[config.mk]
export PLATFORM = sky130hd
export DESIGN_NAME = pkf_ctrl
export DESIGN_NICKNAME = d
export VERILOG_FILES = /design/src/hw/rtl/pkf_pkg.sv /design/src/hw/rtl/pkf_ctrl.sv
export VERILOG_INCLUDE_DIRS = /design/src /design/src/hw/rtl
export SDC_FILE = /design/constraint.sdc
export NUM_CORES = 1
export LEC_CHECK = 0
export BUFFER_PORTS_ARGS = -buffer_cell sky130_fd_sc_hd__buf_2
export CORE_AREA = 2 2 39 41
export CTS_BUF_LIST = sky130_fd_sc_hd__clkbuf_16
export DETAILED_ROUTE_END_ITERATION = 10
export DIE_AREA = 0 0 41 43
export PLACE_DENSITY = 0.37
export SYNTH_ARGS = -nofsm -noshare
export SYNTH_HDL_FRONTEND = slang
export SYNTH_SLANG_ARGS = --single-unit
[constraint.sdc]
create_clock -name clk -period 1.5 [get_ports clk]
set_clock_uncertainty 0.05 [all_clocks]
set_input_delay 0.3 -clock clk [delete_from_list [all_inputs] [get_ports clk]]
set_output_delay 0.3 -clock clk [all_outputs]
set_load 0.02 [all_outputs]
[src/hw/rtl/planar_kinematics_with_friction_top_assert.svh]
// Assertion macros for the planar kinematics pipeline control (pkf_ctrl).
`ifndef PLANAR_KINEMATICS_WITH_FRICTION_TOP_ASSERT_SVH
`define PLANAR_KINEMATICS_WITH_FRICTION_TOP_ASSERT_SVH

// same-cycle implication, checked out of reset
`define PKF_ASSERT_NOW(label, ante, cons) \
	label: assert property (@(posedge clk) disable iff (!arst_n) (ante) |-> (cons)) \
		else $error("pkf assertion failed");

// next-cycle implication, checked out of reset
`define PKF_ASSERT_NEXT(label, ante, cons) \
	label: assert property (@(posedge clk) disable iff (!arst_n) (ante) |=> (cons)) \
		else $error("pkf assertion failed");

`endif

[src/hw/rtl/pkf_pkg.sv]
// Shared types, constants and saturation helper for the planar kinematics block.
package pkf_pkg;

	localparam int unsigned DATA_W    = 32;
	localparam int unsigned DT_W      = 16;
	localparam int unsigned CFG_IDX_W = 1;

	localparam logic [DT_W-1:0]   TIME_STEP_RST   = 16'd1092;
	localparam logic [DATA_W-1:0] FRIC_ACCEL_RST  = 32'd0;
	localparam logic [DATA_W-1:0] DT_SQ_RST       =
		32'(int'(TIME_STEP_RST) * int'(TIME_STEP_RST));

	typedef enum logic [CFG_IDX_W-1:0] {
		REG_TIME_STEP  = 1'b0,
		REG_FRIC_ACCEL = 1'b1
	} cfg_reg_t;

	typedef struct packed {
		logic s1;
		logic s2;
		logic s3;
		logic s4;
		logic s5;
	} pipe_ld_t;

	typedef struct packed {
		logic              clip;
		logic [DATA_W-1:0] val;
	} sat_t;

	// clip a 40-bit two's complement value to signed 32 bits
	function automatic sat_t sat32(input logic [39:0] x);
		sat_t r;
		r.clip = !((&x[39:31]) || !(|x[39:31]));
		if (!r.clip) begin
			r.val = x[31:0];
		end else if (x[39]) begin
			r.val = 32'h8000_0000;
		end else begin
			r.val = 32'h7FFF_FFFF;
		end
		return r;
	endfunction

endpackage

[src/hw/rtl/pkf_ctrl.sv]
// Valid/ready control of the five-stage pipeline.
module pkf_ctrl
	import pkf_pkg::*;
(
	input  logic     clk,
	input  logic     arst_n,
	input  logic     in_valid,
	output logic     in_ready,
	output logic     out_valid,
	input  logic     out_ready,
	output pipe_ld_t ld
);

	logic valid_s1, valid_s2, valid_s3, valid_s4, valid_s5;
	logic rdy1, rdy2, rdy3, rdy4, rdy5;
	logic [4:0] vld_vec;

	assign rdy5 = !valid_s5 || out_ready;
	assign rdy4 = !valid_s4 || rdy5;
	assign rdy3 = !valid_s3 || rdy4;
	assign rdy2 = !valid_s2 || rdy3;
	assign rdy1 = !valid_s1 || rdy2;

	assign ld.s1 = rdy1 && in_valid;
	assign ld.s2 = rdy2 && valid_s1;
	assign ld.s3 = rdy3 && valid_s2;
	assign ld.s4 = rdy4 && valid_s3;
	assign ld.s5 = rdy5 && valid_s4;

	assign in_ready  = rdy1;
	assign out_valid = valid_s5;
	assign vld_vec   = {valid_s1, valid_s2, valid_s3, valid_s4, valid_s5};

	always_ff @(posedge clk or negedge arst_n) begin
		if (!arst_n) begin
			valid_s1 <= 1'b0;
			valid_s2 <= 1'b0;
			valid_s3 <= 1'b0;
			valid_s4 <= 1'b0;
			valid_s5 <= 1'b0;
		end else begin
			if (rdy1) valid_s1 <= in_valid;
			if (rdy2) valid_s2 <= valid_s1;
			if (rdy3) valid_s3 <= valid_s2;
			if (rdy4) valid_s4 <= valid_s3;
			if (rdy5) valid_s5 <= valid_s4;
		end
	end

`include "planar_kinematics_with_friction_top_assert.svh"

	`PKF_ASSERT_NOW(a_empty_head_ready, !valid_s1, in_ready)
	`PKF_ASSERT_NOW(a_tail_load_free, ld.s5, !valid_s5 || out_ready)
	`PKF_ASSERT_NEXT(a_fill_count,
		in_valid && in_ready && !(out_valid && out_ready),
		$countones(vld_vec) == $past($countones(vld_vec)) + 1)

endmodule

=== Word level (Yosys, flattened, before mapping) ===
Cells that the tools add are included.

* Memory bits (read-only): 0
* Bits in writable memories: 0
* Logic and storage cells: 20
* Latch bits: 0
* Bits in registers: 5
* Memories kept: 0

* $mul: 0
* Order comparisons: 0
* Add/subtract/negate cells: 0
* Bitwise operators: 0
* Shift operators: 0
* Reduce and logical (&&, ||, !) cells: 15
* Multiplexer cells: 0
* Equality and inequality tests: 0
* Div/mod/pow operators: 0

{| class="wikitable"
|+ Operators by type and width
! operator !! number
|-
| logical AND 1 bit || 5
|-
| zero test 1 bit || 5
|-
| logical OR 1 bit || 5
|}

=== Longest topological paths before layout ===
Gate-level depths: netlist of run 1.

* Depth after elaboration: 7
* Depth in mapped cells: 3

=== Worst setup path after synthesis of run 1 ===
Ideal clock, no wire load.

* Kind: reg2out
* From: reg valid_s5 (netlist: out_valid)
* To: out ld[4] (netlist bit)
* Stages on the path, launching flop included: 4
* Data required time: 1.150 ns
* Slack: -0.032 ns
* Data arrival time: 1.182 ns
* Cells stage by stage: dfrtp_1 and4b_1 buf_6 a31oi_1

{| class="wikitable"
|+ RTL lines
! item !! line !! text
|-
| start, declared || pkf_ctrl.sv:14 || <nowiki>logic valid_s1, valid_s2, valid_s3, valid_s4, valid_s5;</nowiki>
|-
| start signal, assigned || pkf_ctrl.sv:46 || <nowiki>if (rdy5) valid_s5 <= valid_s4;</nowiki>
|-
| end, declared || pkf_ctrl.sv:11 || <nowiki>output pipe_ld_t ld</nowiki>
|}

==> flow_metrics.py, run 1 <==
metrics = {
    "status": {
        "status": "complete, but fails checks",
        "failed_checks": "setup timing",
    },
    "synth": {
        "synth.distinct_cells": 14,
        "syn_avg_cell_area_sq_um": 11.3,
        "synth_top_area_cell": "dfrtp_1",
        "synth_area_sq_um": 236,
        "synth_seq_area_share": 0.529,
        "synthTopCellsByArea": "dfrtp_1 (53%), nand2b_1 (7.9%), and2_1 (5.3%)",
        "yosys.area.top_type_share": 0.529,
        "synth_nets": 25,
        "yosysWarnings": 0,
        "synth_seq_cells": 5,
        "synthCells": 21,
    },
    "hold_path": {
        "hold_end": "valid_s1",
        "worstHoldStart": "in_valid",
        "worstHoldPathCells": 2,
        "hp-class": "in -> reg",
    },
    "place": {
        "dp_hpwl_um": 411,
        "gp_congestion": 0.637,
        "port_buffers": 10,
    },
    "timing": {
        "fin_crit_sh": 1.03,
        "holdWs_ns": 0.234,
        "max_freq_mhz": 647,
        "fin_ws_ns": -0.0465,
        "fin_crit_ns": 1.55,
        "hold_viol": 0,
        "worst_slew_pin_slew_ns": 0.216,
        "rsz0062_at_grt": "yes",
        "slew_violations": 0,
        "setup-violations-final": 2,
        "max_slew_margin": 0.856,
    },
    "final_layout": {
        "areaGrowthSynthToFinish_pct": 89.4,
        "drive_gt1_frac": 0.500,
        "final_nets": 45,
        "n_antenna_cell": 0,
    },
    "power": {
        "vdd_drop_max_mv": 0.591,
        "powerDensity_mw_per_mm2": 1660,
        "p_leak_nw": 0.210,
        "p_total_w": 0.000746,
    },
    "floorplanning": {
        "dieArea_sq_mm": 0.00176,
        "rows": 14,
        "die_height_um": 43,
        "start_util": 0.171,
        "die_x_um": 41,
        "pin_count": 11,
        "core_sq_mm": 0.00138,
    },
    "cts": {
        "cts_root_buf": "clkbuf_16",
        "clkLatencyLatePin_ns": 0.22,
        "htree_levels": 1,
        "cts_tree": "yes",
        "clk_pin_slew_worst_paths_ns": 0.03,
        "clockBufferDepth": 2,
        "cts.sinks": 5,
        "numCtsBuffers": 3,
    },
    "setup_path": {
        "worstPathCellList": "and4b_2, a31oi_2, buf_4",
        "end_kind": "primary output",
        "ff2ff_setup_slack_ns": 0.33,
        "cp_max_fo": 5,
        "crit_required_ns": 1.15,
        "reg2reg_to": "valid_s3",
        "worstSetupPathType": "reg -> out",
        "max_stage_delay_ns": 0.37,
        "r2r_start": "valid_s3",
        "arrival_ns": 1.20,
        "startpoint_type": "register",
        "rr_worst_depth": 3,
        "critPathSlowestCell": "dfrtp_1",
    },
    "grt": {
        "grt_remaining_overflow": 0,
        "grt_max_degree": 8,
        "grt_pass1_vias": 211,
        "grt_usage": 0.0768,
        "grt_pass1_wl_um": 828,
        "antenna_found_initial": 0,
    },
    "drt": {
        "drc": 0,
        "via_per_inst": 4.02,
        "ant_nets": 0,
        "routedWlPerCell_um": 10.5,
        "wl_um": 587,
        "vias": 225,
        "firstDrtPassIters": 2,
        "drt_iter0_drc": 2,
    },
    "job": {
        "cap_violations": 0,
    },
}
==> cell type report <==
cell class | count | area (sq um)
timing repair buffer | 16 | 116
clock inverter | 1 | 3.75
sequential | 5 | 125
clock buffer | 3 | 75.1
multi-input combinational | 14 | 104
inverter | 1 | 3.75
fill | 148 | 936
tap | 16 | 20.0
==> worst max-delay path by stage <==
stage,to,cells after the start,from
3_5_place_dp,ld[4],4,out_ready
3_3_place_gp,ld[4],4,out_ready
6_report,ld[4],3,valid_s3
5_1_grt,ld[4],3,valid_s3
4_1_cts,ld[4],3,valid_s3
2_1_floorplan,ld[3],3,out_valid
==> power breakdown <==
group	switching, W	internal [W]	total (W)
combinational	0.0000722	0.0000795	0.000152
clock	0.0000827	0.000345	0.000427
sequential	0.0000150	0.000151	0.000166
==> per-stage QoR <==
stage / setup WS, ns / utilization / setup TNS (ns) / instance area (sq um) / std cells
4_1_cts: -0.0470 / 0.310 / -0.0745 / 429 / 55
2_1_floorplan: 0.000841 / - / 0 / 243 / 21
3_5_place_dp: 0.0863 / 0.218 / 0 / 302 / 46
6_report: -0.0465 / 0.324 / -0.0552 / 448 / 56
3_3_place_gp: 0.0956 / 0.218 / 0 / 302 / 46
5_1_grt: -0.0872 / 0.324 / -0.153 / 448 / 56
==> cells by family after synthesis <==
family | after synthesis | synth area share
compound gates | 4 | 0.127
buf+inv | 2 | 0.0635
flops | 5 | 0.529
simple gates | 10 | 0.280
==> worst max-delay path, delay by kind of cell, from the launching register on <==
family	cells	cell delay (ns)
flops	1	0.37
compound gates	1	0.16
simple gates	1	0.29
buf+inv	1	0.16
==> layer usage <==
layer,GRT usage,routed length (um)
met3,0.0314,32
met4,0.0800,0
met2,0.128,330
met1,0.0557,224
met5,0,0
==> Yosys cell counts <==
cell and n:
a21o_1 1, and2_1 2, buf_6 1, nand2b_1 3
nor2b_1 1, dfrtp_1 5, and4b_1 1, or2_1 1
nand3b_1 1, a31o_1 1, nand3_1 1, a21boi_1 1
inv_1 1, a31oi_1 1
==> layout by cell type, fill, tap and decap left out <==
| cell type | count |
|---|---|
| buf_4 | 10 |
| dfrtp_1 | 5 |
| buf_2 | 4 |
| nand2b_1 | 3 |
| clkbuf_16 | 3 |
| inv_1 | 2 |
| and2_1 | 2 |
| and4b_2 | 1 |
| nand3_1 | 1 |
| a31oi_2 | 1 |
| a21boi_1 | 1 |
| nor2b_1 | 1 |
| nand3b_1 | 1 |
| a31o_1 | 1 |
| a21o_1 | 1 |
| or2_1 | 1 |
| dlygate4sd3_1 | 1 |
| buf_6 | 1 |
==> what timing repair did <==
action | in CTS | in global routing
hold buffers | 1 | 0
endpoints found under the setup margin | 4 | 6
pin swaps | 2 | 1
endpoints found under the hold margin | 5 | 0
setup buffers | 4 | 1
resized for setup | 4 | 4
==> flip-flops by register name (all words and copies together), names as in the netlist <==
name,flops
valid_s4,1
valid_s2,1
valid_s1,1
out_valid,1
valid_s3,1
Note: power is estimated with default switching activity, not from simulation.
==> run 2, diff against run 1 <==
--- a/config.mk
+++ b/config.mk
@@ -6,6 +6,7 @@
 export SDC_FILE = /design/constraint.sdc
 export NUM_CORES = 1
 export LEC_CHECK = 0
+export ABC_AREA = 1
 export BUFFER_PORTS_ARGS = -buffer_cell sky130_fd_sc_hd__buf_2
 export CORE_AREA = 2 2 39 41
 export CTS_BUF_LIST = sky130_fd_sc_hd__clkbuf_16
==> flow_metrics.py, run 2 <==
metrics = {
    "drt": {
        "via_per_inst": 3.68,
        "wl_um": 518,
        "ant_nets": 0,
        "met2_length_um": 222,
        "routedWlPerCell_um": 8.35,
        "drt_iter0_drc": 2,
        "firstDrtPassIters": 2,
        "met3WireLength_um": 62,
        "drc": 0,
        "vias": 228,
        "routed.top_layer": "met3",
        "wl_met1_um": 233,
    },
    "synth": {
        "synthCells": 28,
        "synth.distinct_cells": 10,
        "yosys.area.top_type_share": 0.513,
        "synth_nets": 32,
        "synth_top_area_cell": "dfrtp_1",
        "syn_avg_cell_area_sq_um": 8.71,
        "synthTopCellsByArea": "dfrtp_1 (51%), inv_1 (11%), nand2_1 (11%)",
        "synth_edf_count": 0,
        "synth_seq_cells": 5,
        "yosysWarnings": 0,
        "async_reset_ff_frac": 1.00,
        "synth_area_sq_um": 244,
        "yosys-top-cells-count": "inv_1 (7), nand2_1 (7), dfrtp_1 (5)",
        "synthFlopType": "dfrtp_1",
        "synth_seq_area_share": 0.513,
    },
    "cts": {
        "cts_root_buf": "clkbuf_16",
        "clkLatencyLatePin_ns": 0.22,
        "clk_pin_slew_worst_paths_ns": 0.03,
        "numCtsBuffers": 3,
        "htree_levels": 1,
        "clockBufferDepth": 2,
        "cts.sinks": 5,
        "cts_tree": "yes",
    },
    "setup_path": {
        "arrival_ns": 1.14,
        "cp_max_fo": 4,
        "startpoint_type": "register",
        "max_stage_delay_ns": 0.40,
        "ff2ff_setup_slack_ns": 0.44,
        "crit_buf_inv": 1,
        "crit_required_ns": 1.15,
        "worstSetupPathType": "reg -> out",
        "worstPathCellList": "nand4_4, nor2_4, a21oi_2, buf_6",
        "critPathSlowestCell": "dfrtp_1",
        "cp_top_family": "flip-flops",
        "end_kind": "primary output",
    },
    "final_layout": {
        "fin_util": 0.327,
        "final_common_cell": "inv_1",
        "n_antenna_cell": 0,
        "drive_gt1_frac": 0.522,
        "areaGrowthSynthToFinish_pct": 85.6,
        "final_nets": 51,
        "most-common-layout-cells": "inv_1 (8), buf_2 (7), nand2_1 (5), dfrtp_1 (5), nand2_2 (4)",
    },
    "status": {
        "status": "complete, no violations",
    },
    "place": {
        "dp_hpwl_um": 332,
        "gp_congestion": 0.601,
        "port_buffers": 10,
    },
    "grt": {
        "grt_max_degree": 6,
        "antenna_found_initial": 0,
        "grt_remaining_overflow": 0,
        "grt_pass1_vias": 181,
        "grt_pass1_wl_um": 717,
        "grt_usage": 0.0685,
    },
    "floorplanning": {
        "core_sq_mm": 0.00138,
        "start_util": 0.176,
        "rows": 14,
        "die_x_um": 41,
        "dieArea_sq_mm": 0.00176,
        "die_height_um": 43,
        "pin_count": 11,
    },
    "timing": {
        "max_slew_margin": 0.887,
        "rsz0062_at_grt": "yes",
        "worst_slew_pin_slew_ns": 0.170,
        "hold_viol": 0,
        "setup-violations-final": 0,
        "fin_crit_ns": 1.49,
        "max_freq_mhz": 672,
        "fin_setup_tns_ns": 0,
        "fin_crit_sh": 0.993,
        "slew_violations": 0,
    },
    "job": {
        "cap_violations": 0,
    },
    "hold_path": {
        "hp-class": "in -> reg",
    },
    "power": {
        "vdd_drop_max_mv": 0.766,
        "powerDensity_mw_per_mm2": 1910,
        "p_leak_nw": 0.244,
    },
}
run 2: cell count changes after synthesis, moves of 2 or more:
cell | previous run | this run
and2_1 | 2 | 0
inv_1 | 1 | 7
nand2_1 | 0 | 7
nand2_2 | 0 | 2
nand2b_1 | 3 | 0
nor2_1 | 0 | 2
run 2: cells by family after synthesis:
logic type	Yosys count	synth area share
and+or+nand+nor	13	0.323
buffers and inverters	8	0.123
DFF	5	0.513
AOI/OAI and AO/OA	2	0.0410
run 2: worst reg2reg max path: cells and delay by family (launching register included):
kind	cells	cell delay, ns
buf+inv	1	0.13
flops	1	0.40
simple gates	4	0.42
run 2: final timing paths:
kind,start,end,cells past startpoint
hold / removal,in_valid,valid_s1,3
min in group asynchronous,arst_n,valid_s3,2
setup reg to reg,valid_s4,valid_s1,5
max in group asynchronous,arst_n,valid_s4,2
hold reg to reg,valid_s2,valid_s3,2
setup / recovery,valid_s4,ld[4],4
run 2: stage by stage:
stage | instances | power [W] | worst slack [ns] | area [sq um] | hold slack, ns
after detailed placement | 54 | 0.000381 | 0.185 | 314 | 0.0701
after global placement | 54 | 0.000384 | 0.169 | 314 | 0.0735
after floorplan | 28 | 0.000324 | 0.142 | 244 | -0.0456
final | 62 | 0.000864 | 0.0108 | 453 | 0.245
after global routing | 62 | 0.000921 | -0.0662 | 453 | 0.251
after CTS | 59 | 0.000819 | 0.00845 | 403 | 0.229
run 2: per-layer routing:
layer / track usage / vias to the layer above
li1: - / 115
met1: 0.0879 / 100
met2: 0.0625 / 13
met3: 0.0785 / 0
met4: 0.0400 / 0
met5: 0 / -
run 2: power by group:
part | switching (W) | internal, W
clock | 0.0000807 | 0.000345
combinational | 0.000133 | 0.000106
sequential | 0.0000346 | 0.000165
total | 0.000248 | 0.000616
run 2: layout make-up:
cell class              instances  area (sq um)
clock buffers                   3          75.1
clock inverters                 1          3.75
fillers                       151           931
inverters                       8          30.0
multi-input cells              15          97.6
flip-flops and latches          5           125
well taps                      16          20.0
repair buffers                 14           101
run 2: timing repair:
action / in CTS / in global routing
buffers inserted: 0 / 3
endpoints found under the setup margin: 0 / 4
hold endpoints to repair: 5 / 0
hold buffers: 1 / 0
resized for setup: 0 / 9
